**src/rtl/core/ats_pkg.sv**
```systemverilog
`timescale 1ns / 1ps

package ats_pkg;

    localparam int MAX_IDENT_DEF  = 63;
    localparam int VALUE_BITS_DEF = 32;
    localparam int LINE_BITS_DEF  = 16;

    localparam int QUEUE_DEPTH = 4;
    localparam int NUM_REGS    = 12;

    typedef enum logic [3:0] {
        K_NEWLINE  = 4'd0,
        K_EOF      = 4'd1,
        K_COMMA    = 4'd2,
        K_PLUS     = 4'd3,
        K_MINUS    = 4'd4,
        K_STAR     = 4'd5,
        K_SLASH    = 4'd6,
        K_COLON    = 4'd7,
        K_LBRACKET = 4'd8,
        K_RBRACKET = 4'd9,
        K_REGISTER = 4'd10,
        K_IDENT    = 4'd11,
        K_NUMBER   = 4'd12,
        K_INVALID  = 4'd13,
        K_TEXT     = 4'd14
    } kind_t;

    typedef struct packed {
        kind_t       kind;
        logic [15:0] line_no;
        logic [31:0] number_value;
        logic [3:0]  register_index;
        logic [7:0]  text_char;
        logic [5:0]  text_length;
        logic        overlong;
        logic        last;
    } result_t;

    // Three lower-case characters, first character in the top byte.
    localparam logic [23:0] REG_NAMES [NUM_REGS] = '{
        "rax", "rbx", "rcx", "rdx", "eax", "ebx",
        "ecx", "edx", "esp", "ebp", "esi", "edi"
    };

endpackage

```
**src/rtl/core/ats_scan.sv**
```systemverilog
`timescale 1ns / 1ps

module ats_scan #(
    parameter int MAX_IDENT  = ats_pkg::MAX_IDENT_DEF,
    parameter int VALUE_BITS = ats_pkg::VALUE_BITS_DEF,
    parameter int LINE_BITS  = ats_pkg::LINE_BITS_DEF
) (
    input  logic              aclk,
    input  logic              aresetn,
    input  logic              s_valid,
    output logic              s_ready,
    input  logic [7:0]        ch,
    input  logic              cfg_wr_en,
    input  logic [15:0]       cfg_wr_data,
    input  logic              room,
    output logic [1:0]        push_n,
    output ats_pkg::result_t  res0,
    output ats_pkg::result_t  res1
);

    localparam int LW  = (LINE_BITS > 16) ? LINE_BITS : 16;
    localparam int VW  = (VALUE_BITS > 32) ? VALUE_BITS : 32;
    localparam int ILW = $clog2(MAX_IDENT + 1);
    localparam int OLW = (ILW > 6) ? ILW : 6;

    typedef enum logic [5:0] {
        M_IDLE    = 6'b000001,
        M_COMMENT = 6'b000010,
        M_IDENT   = 6'b000100,
        M_ZERO    = 6'b001000,
        M_DEC     = 6'b010000,
        M_HEX     = 6'b100000
    } mode_t;

    logic                  in_valid_reg;
    logic [7:0]            ch_reg;
    mode_t                 mode_reg, mode_next;
    logic [LINE_BITS-1:0]  line_count_reg, line_count_next;
    logic [LINE_BITS-1:0]  token_line_reg, token_line_next;
    logic [VALUE_BITS-1:0] acc_reg, acc_next;
    logic [7:0]            head_reg [3];
    logic [7:0]            head_next [3];
    logic [ILW-1:0]        ident_len_reg, ident_len_next;
    logic                  over_reg, over_next;

    logic                  step;
    logic [7:0]            c;
    logic [7:0]            lc;
    logic                  is_alpha, is_digit, is_hexl, is_hexu, is_word;
    logic [3:0]            hval;
    logic [VALUE_BITS-1:0] acc_dec, acc_hex;
    logic [LINE_BITS-1:0]  line_max;
    logic [LINE_BITS-1:0]  cfg_line;
    logic [LW-1:0]         cfg_wide;

    // Idle-path decode of the current character
    mode_t                 idle_mode;
    logic                  idle_v;
    ats_pkg::kind_t        idle_kind;
    logic                  idle_nl;
    logic                  idle_ident;
    logic                  idle_num;

    logic                  reg_hit;
    logic [3:0]            reg_idx;

    ats_pkg::result_t      pre_res, main_res;
    logic                  pre_v, main_v;

    function automatic logic [15:0] line_out(input logic [LINE_BITS-1:0] v);
        logic [LW-1:0] w;
        w = LW'(v);
        return w[15:0];
    endfunction

    function automatic logic [31:0] value_out(input logic [VALUE_BITS-1:0] v);
        logic [VW-1:0] w;
        w = VW'(v);
        return w[31:0];
    endfunction

    function automatic logic [5:0] len_out(input logic [ILW-1:0] v);
        logic [OLW-1:0] w;
        w = OLW'(v);
        return w[5:0];
    endfunction

    assign s_ready = !in_valid_reg || step;
    assign step    = in_valid_reg && room;
    assign c       = ch_reg;

    assign is_alpha = (c >= "a" && c <= "z") || (c >= "A" && c <= "Z");
    assign is_digit = (c >= "0" && c <= "9");
    assign is_hexl  = (c >= "a" && c <= "f");
    assign is_hexu  = (c >= "A" && c <= "F");
    assign is_word  = is_alpha || is_digit || (c == "_");
    assign lc       = (c >= "A" && c <= "Z") ? c + 8'd32 : c;
    // Low nibble of '0'..'9' is the digit; of 'a'..'f' / 'A'..'F' it is value - 9
    assign hval     = is_digit ? c[3:0] : c[3:0] + 4'd9;
    assign acc_dec  = (acc_reg << 3) + (acc_reg << 1) + VALUE_BITS'(c[3:0]);
    assign acc_hex  = {acc_reg[VALUE_BITS-5:0], hval};

    assign line_max = '1;
    assign cfg_wide = LW'(cfg_wr_data);
    assign cfg_line = (cfg_wide > LW'(line_max)) ? line_max : cfg_wide[LINE_BITS-1:0];

    always_comb begin
        idle_mode  = M_IDLE;
        idle_v     = 1'b1;
        idle_kind  = ats_pkg::K_INVALID;
        idle_nl    = 1'b0;
        idle_ident = 1'b0;
        idle_num   = 1'b0;
        priority if (c == 8'h20 || c == 8'h09 || c == 8'h0D) begin
            idle_v = 1'b0;
        end else if (c == 8'h0A) begin
            idle_kind = ats_pkg::K_NEWLINE;
            idle_nl   = 1'b1;
        end else if (c == 8'h00) begin
            idle_kind = ats_pkg::K_EOF;
        end else if (c == ",") begin
            idle_kind = ats_pkg::K_COMMA;
        end else if (c == "+") begin
            idle_kind = ats_pkg::K_PLUS;
        end else if (c == "-") begin
            idle_kind = ats_pkg::K_MINUS;
        end else if (c == "*") begin
            idle_kind = ats_pkg::K_STAR;
        end else if (c == "/") begin
            idle_kind = ats_pkg::K_SLASH;
        end else if (c == ":") begin
            idle_kind = ats_pkg::K_COLON;
        end else if (c == "[") begin
            idle_kind = ats_pkg::K_LBRACKET;
        end else if (c == "]") begin
            idle_kind = ats_pkg::K_RBRACKET;
        end else if (c == ";") begin
            idle_v    = 1'b0;
            idle_mode = M_COMMENT;
        end else if (is_alpha || c == "_") begin
            idle_kind  = ats_pkg::K_TEXT;
            idle_mode  = M_IDENT;
            idle_ident = 1'b1;
        end else if (is_digit) begin
            idle_v    = 1'b0;
            idle_num  = 1'b1;
            idle_mode = (c == "0") ? M_ZERO : M_DEC;
        end else begin
            idle_kind = ats_pkg::K_INVALID;
        end
    end

    always_comb begin
        reg_hit = 1'b0;
        reg_idx = '0;
        for (int i = 0; i < ats_pkg::NUM_REGS; i++) begin
            if (!reg_hit && {head_reg[0], head_reg[1], head_reg[2]} == ats_pkg::REG_NAMES[i]) begin
                reg_hit = 1'b1;
                reg_idx = 4'(i);
            end
        end
    end

    always_comb begin
        logic use_idle;
        use_idle        = 1'b0;
        mode_next       = mode_reg;
        line_count_next = line_count_reg;
        token_line_next = token_line_reg;
        acc_next        = acc_reg;
        head_next       = head_reg;
        ident_len_next  = ident_len_reg;
        over_next       = over_reg;
        pre_v           = 1'b0;
        main_v          = 1'b0;
        pre_res         = '0;
        main_res        = '0;

        unique case (mode_reg)
            M_IDLE: begin
                use_idle = 1'b1;
            end
            M_COMMENT: begin
                if (c == 8'h0A || c == 8'h00) begin
                    use_idle = 1'b1;
                end
            end
            M_IDENT: begin
                if (is_word) begin
                    if (ident_len_reg < ILW'(3)) begin
                        head_next[ident_len_reg[1:0]] = lc;
                    end
                    if (ident_len_reg < ILW'(MAX_IDENT)) begin
                        ident_len_next = ident_len_reg + ILW'(1);
                    end else begin
                        over_next = 1'b1;
                    end
                    main_v             = 1'b1;
                    main_res.kind      = ats_pkg::K_TEXT;
                    main_res.line_no   = line_out(token_line_reg);
                    main_res.text_char = lc;
                end else begin
                    pre_v               = 1'b1;
                    pre_res.line_no     = line_out(token_line_reg);
                    pre_res.text_length = len_out(ident_len_reg);
                    if (ident_len_reg == ILW'(3) && !over_reg && reg_hit) begin
                        pre_res.kind           = ats_pkg::K_REGISTER;
                        pre_res.register_index = reg_idx;
                    end else begin
                        pre_res.kind     = ats_pkg::K_IDENT;
                        pre_res.overlong = over_reg;
                    end
                    use_idle = 1'b1;
                end
            end
            M_ZERO, M_DEC, M_HEX: begin
                if (mode_reg == M_ZERO && c == "x") begin
                    mode_next = M_HEX;
                    acc_next  = '0;
                end else if (mode_reg == M_ZERO && is_digit) begin
                    mode_next = M_DEC;
                    acc_next  = VALUE_BITS'(c[3:0]);
                end else if (mode_reg == M_DEC && is_digit) begin
                    acc_next = acc_dec;
                end else if (mode_reg == M_HEX && (is_digit || is_hexl || is_hexu)) begin
                    acc_next = acc_hex;
                end else begin
                    pre_v                = 1'b1;
                    pre_res.kind         = ats_pkg::K_NUMBER;
                    pre_res.line_no      = line_out(token_line_reg);
                    pre_res.number_value = value_out(acc_reg);
                    use_idle             = 1'b1;
                end
            end
            default: begin
                use_idle = 1'b1;
            end
        endcase

        if (use_idle) begin
            mode_next        = idle_mode;
            main_v           = idle_v;
            main_res.kind    = idle_kind;
            main_res.line_no = line_out(line_count_reg);
            if (idle_nl && line_count_reg != line_max) begin
                line_count_next = line_count_reg + LINE_BITS'(1);
            end
            if (idle_ident) begin
                token_line_next    = line_count_reg;
                head_next[0]       = lc;
                head_next[1]       = 8'h00;
                head_next[2]       = 8'h00;
                ident_len_next     = ILW'(1);
                over_next          = 1'b0;
                main_res.text_char = lc;
            end
            if (idle_num) begin
                token_line_next = line_count_reg;
                acc_next        = VALUE_BITS'(c[3:0]);
            end
        end
    end

    always_comb begin
        res0      = pre_v ? pre_res : main_res;
        res0.last = !(pre_v && main_v);
        res1      = main_res;
        res1.last = 1'b1;
        push_n    = step ? 2'({1'b0, pre_v} + {1'b0, main_v}) : 2'd0;
    end

    always_ff @(posedge aclk) begin
        if (!aresetn) begin
            in_valid_reg   <= 1'b0;
            mode_reg       <= M_IDLE;
            line_count_reg <= LINE_BITS'(1);
            token_line_reg <= '0;
            acc_reg        <= '0;
            head_reg       <= '{8'h00, 8'h00, 8'h00};
            ident_len_reg  <= '0;
            over_reg       <= 1'b0;
        end else begin
            if (s_ready) begin
                in_valid_reg <= s_valid;
            end
            if (cfg_wr_en) begin
                line_count_reg <= cfg_line;
            end else if (step) begin
                line_count_reg <= line_count_next;
            end
            if (step) begin
                mode_reg       <= mode_next;
                token_line_reg <= token_line_next;
                acc_reg        <= acc_next;
                head_reg       <= head_next;
                ident_len_reg  <= ident_len_next;
                over_reg       <= over_next;
            end
        end
    end

    always_ff @(posedge aclk) begin
        if (s_ready && s_valid) begin
            ch_reg <= ch;
        end
    end

endmodule

```
**src/rtl/core/ats_outq.sv**
```systemverilog
`timescale 1ns / 1ps

module ats_outq (
    input  logic              aclk,
    input  logic              aresetn,
    input  logic [1:0]        push_n,
    input  ats_pkg::result_t  res0,
    input  ats_pkg::result_t  res1,
    output logic              room,
    output logic              m_valid,
    input  logic              m_ready,
    output ats_pkg::result_t  m_res
);

    localparam int PW = $clog2(ats_pkg::QUEUE_DEPTH);

    ats_pkg::result_t mem_reg [ats_pkg::QUEUE_DEPTH];
    logic [PW-1:0]    wr_ptr_reg, wr_ptr_next;
    logic [PW-1:0]    rd_ptr_reg, rd_ptr_next;
    logic [PW:0]      count_reg, count_next;
    logic             pop;

    assign m_valid = (count_reg != '0);
    assign m_res   = mem_reg[rd_ptr_reg];
    assign pop     = m_valid && m_ready;
    // Room for a full two-result item
    assign room    = (count_reg <= (PW+1)'(ats_pkg::QUEUE_DEPTH - 2));

    assign wr_ptr_next = wr_ptr_reg + PW'(push_n);
    assign rd_ptr_next = rd_ptr_reg + PW'(pop);
    assign count_next  = count_reg + (PW+1)'(push_n) - (PW+1)'(pop);

    always_ff @(posedge aclk) begin
        if (!aresetn) begin
            wr_ptr_reg <= '0;
            rd_ptr_reg <= '0;
            count_reg  <= '0;
        end else begin
            wr_ptr_reg <= wr_ptr_next;
            rd_ptr_reg <= rd_ptr_next;
            count_reg  <= count_next;
        end
    end

    always_ff @(posedge aclk) begin
        if (push_n != 2'd0) begin
            mem_reg[wr_ptr_reg] <= res0;
        end
        if (push_n == 2'd2) begin
            mem_reg[wr_ptr_reg + PW'(1)] <= res1;
        end
    end

endmodule

```
**src/rtl/core/assembly_token_scanner.sv**
```systemverilog
// An item is registered at the input; its results are then written into the result queue.
// Throughput: one item per cycle while the queue has room; two results leave as two beats.
// The four-entry result queue takes a new item only while two slots are free.
// Reset (aresetn low, synchronous) empties the pipeline, returns the scanner to idle and
// sets the line counter to 1.
`timescale 1ns / 1ps

module assembly_token_scanner #(
    parameter int MAX_IDENT  = ats_pkg::MAX_IDENT_DEF,
    parameter int VALUE_BITS = ats_pkg::VALUE_BITS_DEF,
    parameter int LINE_BITS  = ats_pkg::LINE_BITS_DEF
) (
    input  logic        aclk,
    input  logic        aresetn,
    input  logic        s_tvalid,
    output logic        s_tready,
    input  logic [7:0]  s_tdata,     // ch
    input  logic        cfg_wr_en,
    input  logic [15:0] cfg_wr_data, // start_line
    output logic        m_tvalid,
    input  logic        m_tready,
    // line_no[15:0], number_value[47:16], register_index[51:48], text_char[59:52],
    // text_length[65:60], overlong[66], zero fill[71:67]
    output logic [71:0] m_tdata,
    output logic [3:0]  m_tuser,     // kind
    output logic        m_tlast
);

    logic             room;
    logic [1:0]       push_n;
    ats_pkg::result_t res0, res1, m_res;

    ats_scan #(
        .MAX_IDENT  (MAX_IDENT),
        .VALUE_BITS (VALUE_BITS),
        .LINE_BITS  (LINE_BITS)
    ) u_scan (
        .aclk        (aclk),
        .aresetn     (aresetn),
        .s_valid     (s_tvalid),
        .s_ready     (s_tready),
        .ch          (s_tdata),
        .cfg_wr_en   (cfg_wr_en),
        .cfg_wr_data (cfg_wr_data),
        .room        (room),
        .push_n      (push_n),
        .res0        (res0),
        .res1        (res1)
    );

    ats_outq u_outq (
        .aclk    (aclk),
        .aresetn (aresetn),
        .push_n  (push_n),
        .res0    (res0),
        .res1    (res1),
        .room    (room),
        .m_valid (m_tvalid),
        .m_ready (m_tready),
        .m_res   (m_res)
    );

    assign m_tdata = {5'b00000, m_res.overlong, m_res.text_length, m_res.text_char,
                      m_res.register_index, m_res.number_value, m_res.line_no};
    assign m_tuser = m_res.kind;
    assign m_tlast = m_res.last;

endmodule

```
**config.mk**
```make
export PLATFORM = sky130hd
export DESIGN_NAME = assembly_token_scanner
export DESIGN_NICKNAME = d
export VERILOG_FILES = /design/src/rtl/core/ats_pkg.sv /design/src/rtl/core/ats_scan.sv /design/src/rtl/core/ats_outq.sv /design/src/rtl/core/assembly_token_scanner.sv
export SDC_FILE = /design/constraint.sdc
export NUM_CORES = 1
export LEC_CHECK = 0
export ABC_CLOCK_PERIOD_IN_PS = 8400
export BUFFER_PORTS_ARGS = -buffer_cell sky130_fd_sc_hd__buf_2
export CORE_AREA = 2 2 196 198
export DETAILED_ROUTE_END_ITERATION = 12
export DIE_AREA = 0 0 198 200
export GPL_TIMING_DRIVEN = 0
export PLACE_DENSITY = 0.72
export SYNTH_ARGS = -nofsm -noshare
export SYNTH_HDL_FRONTEND = slang
export SYNTH_SLANG_ARGS = --single-unit
```
**constraint.sdc**
```tcl
create_clock -name aclk -period 8.4 [get_ports aclk]
set_input_delay 1.68 -clock aclk [delete_from_list [all_inputs] [get_ports aclk]]
set_output_delay 1.68 -clock aclk [all_outputs]
set_load 0.02 [all_outputs]
```
==> flow_metrics.env, run 1 <==
export IMPL_crit_path_end_kind="register"
export IMPL_slew_headroom_pct=7.56
export IMPL_coreArea_mm2=0.0374
export IMPL_syn_avg_cell_area_um2=10.8
export IMPL_finalWorstSetupSlack_ns=0.812
export IMPL_clock_fmax_ghz=0.132
export IMPL_ant_nets=0
export IMPL_cts_buffers=43
export IMPL_vias=17000
export IMPL_largest_reg_flops=288
export IMPL_grt_max_degree=30
export IMPL_dp_cells=2504
export IMPL_area_delta_synth_final_pct=13.5
export IMPL_dp_hpwl_um=42100
export IMPL_hold_viol=0
export IMPL_final_common_cell="dfxtp_1"
export IMPL_cts_root_buf="clkbuf_16"
export IMPL_period_share_pct=90.3
export IMPL_cts_hold_buf=0
export IMPL_timing_setup_tns_ns=0
export IMPL_synth_edf_count=120
export IMPL_grt_pass1_wl_um=92000
export IMPL_diodes=0
export IMPL_post_cts_buffers=0
export IMPL_antenna_found_initial=1
export IMPL_r2r_start="u_scan.c[1]"
export IMPL_rsz0062_at_grt="no"
export IMPL_place_area_mm2=0.0216
export IMPL_num_nets_final=2150
export IMPL_report_final_setup_viol=0
export IMPL_die_w_um=198
export IMPL_cp_startpoint="u_scan.c[1]"
export IMPL_drv_slew=0
export IMPL_holdWs_ns=0.450
export IMPL_finClkSkew_ns=0.0165
export IMPL_place_worst_setup_slack_ns=0.903
export IMPL_p_leak_nw=8.61
export IMPL_cts_sinks=405
export IMPL_wire_per_inst_um=23.1
export IMPL_cts_max_level=2
export IMPL_cts_tree="yes"
export IMPL_gp_congestion=0.903
export IMPL_clockBufferDepth=3
export IMPL_power_density_mw_per_mm2=217
export IMPL_clock_latency_ns=0.57
export IMPL_syn_area_mm2=0.0204
export IMPL_numPortBuffers=101
export IMPL_dieArea_mm2=0.0396
export IMPL_ir_worst_vdd_mv=0.156
export IMPL_cp_arrival_ns=8.00
export IMPL_synth_distinct_cells=95
export IMPL_drc_errors=0
export IMPL_synth_top_area_share_pct=28.0
export IMPL_finalNonFillerCells=2585
export IMPL_cap_violations=0
export IMPL_ios=108
export IMPL_path_clk_slew_ns=0.06
export IMPL_postLayoutCellArea_mm2=0.0232
export IMPL_yosysTopAreaCell="dfxtp_1"
export IMPL_worst_pin_slew_ns=1.38
export IMPL_cts_resized=0
export IMPL_worst_setup_path_type="register to register"
export IMPL_fill_cells=2995
export IMPL_ys_async_sr_fraction_pct=0
export IMPL_fin_crit_ns=7.59
export IMPL_synth_flop_cell="dfxtp_1"
export IMPL_start_kind="register"
export IMPL_die_h_um=200
export IMPL_min_from="u_outq.mem_reg[1][7]"
export IMPL_min_path_type="register to register"
export IMPL_p_total_mw=5.02
export IMPL_drtIter0Drc=1962
export IMPL_grt_pass1_vias=16300
export IMPL_final_util_pct=61.9
export IMPL_start_util_pct=54.5
export IMPL_synth_yosys_warnings=0
export IMPL_synth_area_leaders="dfxtp_1, edfxtp_1, a32o_1, mux4_2, ha_1"
export IMPL_cp_max_fo=10
export IMPL_grt_total_usage_pct=30.1
export IMPL_mostFrequentLayoutCells="dfxtp_1, a32o_1, nand2_1, nor2_1, edfxtp_1"
export IMPL_status="finished clean"
export IMPL_synth_ff_latch_count=405
export IMPL_wirelength_um=59800
export IMPL_overflow=0
export IMPL_worstPathRequired_ns=8.82
export IMPL_synth_seq_area_share_pct=45.6
export IMPL_syn_inst=1888
export IMPL_drive_gt1_share_pct=15.9
export IMPL_routed_via_density=6.56
export IMPL_dr_pass1_iters=6
export IMPL_row_count=71
==> logic make-up after synthesis <==
| group | synth area share (%) |
|---|---|
| AOI/OAI and AO/OA | 20.9 |
| and+or+nand+nor | 12.1 |
| DFF | 45.6 |
| buffers and inverters | 3.97 |
| muxes | 10.6 |
| adders and majority gates | 4.96 |
| xor gates and xnor gates | 1.89 |
| other | 0.0184 |
==> cell usage after synthesis, types with 18 or more instances <==
cell / number
nand2b_1: 19
o21ai_0: 113
nand3_1: 30
inv_1: 31
ha_1: 76
edfxtp_1: 120
buf_2: 18
nor3_1: 23
buf_4: 18
dfxtp_1: 285
buf_1: 18
xnor2_1: 26
mux2i_1: 50
and3_1: 24
nand2_1: 149
a32o_1: 194
a21oi_1: 86
xor2_1: 18
clkbuf_1: 101
mux4_2: 72
nor2_1: 141
==> worst paths after layout <==
kind / end / slack (ns) / cells after the start
max: u_outq.mem_reg[0][66] / 0.81 / 18
min: u_outq.mem_reg[1][7] / 0.45 / 2
max reg2reg: u_outq.mem_reg[0][66] / 0.81 / 18
min reg2reg: u_outq.mem_reg[1][7] / 0.45 / 2
==> final cells by class <==
type / count / area, um2 / area share, %
Multi-Input combinational cell: 1297 / 10300 / 44.5
Sequential cell: 405 / 9310 / 40.2
Clock buffer: 56 / 1210 / 5.21
Buffer: 156 / 683 / 2.95
Tap cell: 511 / 639 / 2.76
Timing Repair Buffer: 105 / 616 / 2.66
Clock inverter: 21 / 277 / 1.19
Inverter: 34 / 128 / 0.551
==> power by group <==
group          internal (mW)  leakage (nW)  switching, mW
logic                  0.336          4.51          0.586
clock network           1.18         0.724          0.807
registers               2.08          3.37         0.0435
total                   3.59          8.61           1.44
==> per-layer routing <==
metal	vias to the layer above	wire length, um	track usage, %
met5	-	10	0
met3	139	5540	5.29
li1	7639	-	-
met2	847	27800	49.3
met1	8329	24700	40.5
met4	2	1880	10.6
==> worst max-delay path, cell delays in order, from the launching register on <==
cell	delay [ns]
edfxtp_1	0.62
clkinv_1	0.49
ha_1	0.34
buf_1	0.21
o311a_1	0.39
o32a_1	0.37
or4_1	0.48
buf_2	0.21
nand3_4	0.16
nand2_1	0.11
o21ai_0	0.31
ha_1	0.20
clkbuf_1	0.32
o21ai_1	0.28
nor3_1	1.10
nor2_1	0.54
o22ai_1	0.80
buf_4	0.34
a32o_1	0.17
Note: power is estimated with default switching activity, not from simulation.
==> inputs of run 2 (changes only) <==
--- a/config.mk
+++ b/config.mk
@@ -7,11 +7,11 @@
 export LEC_CHECK = 0
 export ABC_CLOCK_PERIOD_IN_PS = 8400
 export BUFFER_PORTS_ARGS = -buffer_cell sky130_fd_sc_hd__buf_2
-export CORE_AREA = 2 2 196 198
+export CORE_AREA = 2 2 181 183
 export DETAILED_ROUTE_END_ITERATION = 12
-export DIE_AREA = 0 0 198 200
+export DIE_AREA = 0 0 183 185
 export GPL_TIMING_DRIVEN = 0
-export PLACE_DENSITY = 0.72
+export PLACE_DENSITY = 0.83
 export SYNTH_ARGS = -nofsm -noshare
 export SYNTH_HDL_FRONTEND = slang
 export SYNTH_SLANG_ARGS = --single-unit
==> flow_metrics.env, run 2 (same netlist as run 1, synthesis figures left out) <==
export IMPL_grt_total_usage_pct=34.7
export IMPL_coreArea_mm2=0.0320
export IMPL_drv_slew=0
export IMPL_die_h_um=185
export IMPL_clockBufferDepth=3
export IMPL_grt_max_degree=30
export IMPL_dr_pass1_iters=6
export IMPL_numPortBuffers=101
export IMPL_cts_root_buf="clkbuf_16"
export IMPL_final_common_cell="dfxtp_1"
export IMPL_worst_setup_path_type="register to register"
export IMPL_cap_violations=0
export IMPL_largest_reg_flops=288
export IMPL_cp_arrival_ns=7.77
export IMPL_cts_max_level=2
export IMPL_die_w_um=183
export IMPL_timing_setup_tns_ns=0
export IMPL_overflow=0
export IMPL_cts_hold_buf=0
export IMPL_worst_pin_slew_ns=1.40
export IMPL_gp_congestion=0.917
export IMPL_routed_via_density=7.08
export IMPL_finClkSkew_ns=0.0224
export IMPL_area_delta_synth_final_pct=12.1
export IMPL_cts_tree="yes"
export IMPL_fill_cells=2284
export IMPL_grt_pass1_vias=16800
export IMPL_drive_gt1_share_pct=15.5
export IMPL_cts_resized=0
export IMPL_path_cells="clkinv_1 > ha_1 > buf_1 > o311a_1 > o32a_1 > or4_1 > buf_2 > nand3_4 > nand2_1 > o21ai_0 > ha_1 > clkbuf_1 > o21ai_1 > nor2_1 > nor2_1 > o22ai_1 > clkbuf_1 > a32o_1"
export IMPL_cts_buffers=41
export IMPL_fin_crit_ns=7.47
export IMPL_grt_pass1_wl_um=92000
export IMPL_start_util_pct=63.7
export IMPL_finalNonFillerCells=2476
export IMPL_drc_errors=0
export IMPL_antenna_found_initial=0
export IMPL_vias=17500
export IMPL_cp_max_fo=10
export IMPL_clock_latency_ns=0.55
export IMPL_crit_buf_inv=5
export IMPL_path_clk_slew_ns=0.06
export IMPL_critPathMaxStageDelay_ns=0.83
export IMPL_hold_viol=0
export IMPL_clock_fmax_ghz=0.134
export IMPL_dieArea_mm2=0.0339
export IMPL_row_count=66
export IMPL_ant_nets=0
export IMPL_ios=108
export IMPL_crit_path_end_kind="register"
export IMPL_mostFrequentLayoutCells="dfxtp_1, a32o_1, nand2_1, nor2_1, edfxtp_1"
export IMPL_rsz0062_at_grt="no"
export IMPL_crit_family="compound AO/OA/AOI/OAI gates"
export IMPL_p_leak_nw=8.56
export IMPL_dp_cells=2401
export IMPL_drtIter0Drc=2404
export IMPL_wirelength_um=60000
export IMPL_ir_worst_vdd_mv=0.183
export IMPL_wire_per_inst_um=24.2
export IMPL_post_cts_buffers=0
export IMPL_power_density_mw_per_mm2=214
export IMPL_cpMaxStageDelayCell="nor2_1"
export IMPL_status="finished clean"
export IMPL_slew_headroom_pct=6.71
export IMPL_num_nets_final=2147
export IMPL_diodes=0
export IMPL_start_kind="register"
export IMPL_dp_hpwl_um=41700
export IMPL_worstPathRequired_ns=8.70
export IMPL_report_final_setup_viol=0
export IMPL_period_share_pct=88.9
export IMPL_min_path_type="register to register"
export IMPL_cts_sinks=405
run 2: changes by cell type in the layout (fill, tap and decap cells not counted), sizes merged:
cell	delta
buf	-1
bufinv	-3
clkbuf	+1
clkinv	-4
clkinvlp	-2
inv	+3
run 2: path summary, 6_finish.rpt:
check                                         start                     to  slack, ns  depth (start not counted)
worst min register to register  u_scan.head_reg[13]    u_scan.head_reg[13]       0.45                          2
worst min-delay path            u_scan.head_reg[13]    u_scan.head_reg[13]       0.45                          2
worst max register to register          u_scan.c[1]  u_outq.mem_reg[1][61]       0.93                         18
worst max-delay path                    u_scan.c[1]  u_outq.mem_reg[1][61]       0.93                         18
run 2: worst min-delay path: cells and delay by family, from the launching register on:
kind            cells  cell delay [ns]
simple gates        1             0.04
flops               1             0.32
compound gates      1             0.06
run 2: layout make-up:
cell class	instances	area (um2)	share of cell area [%]
plain buffers	156	683	2.99
clock buffers	57	1200	5.24
clock inverters	15	154	0.673
inverters	34	128	0.558
multi-input cells	1297	10300	45.0
flip-flops and latches	405	9310	40.7
well taps	408	510	2.23
repair buffers	104	588	2.57
run 2: per-stage QoR:
step / instance area, um2 / worst slack [ns] / utilization, % / hold WS [ns] / power [mW]
after floorplan: 20400 / 3.24 / - / 0.416 / 2.78
after global placement: 21400 / 1.03 / 66.9 / 0.429 / 3.03
after detailed placement: 21400 / 0.954 / 66.9 / 0.439 / 3.05
after CTS: 22800 / 0.953 / 71.1 / 0.452 / 4.85
after global routing: 22900 / 0.851 / 71.4 / 0.478 / 5.01
final: 22900 / 0.933 / 71.4 / 0.451 / 4.88
run 2: routing by layer:
layer	vias up	global-route usage, %	share of wire [%]
met5	-	0	0
li1	7615	-	-
met2	1155	56.2	47
met1	8560	46.7	38
met4	0	14.7	4.0
met3	193	5.78	11
run 2: power by group:
group / internal (mW) / switching, mW / leakage [nW]
combinational: 0.334 / 0.583 / 4.52
clock: 1.06 / 0.782 / 0.666
sequential: 2.08 / 0.0458 / 3.37
total: 3.47 / 1.41 / 8.56
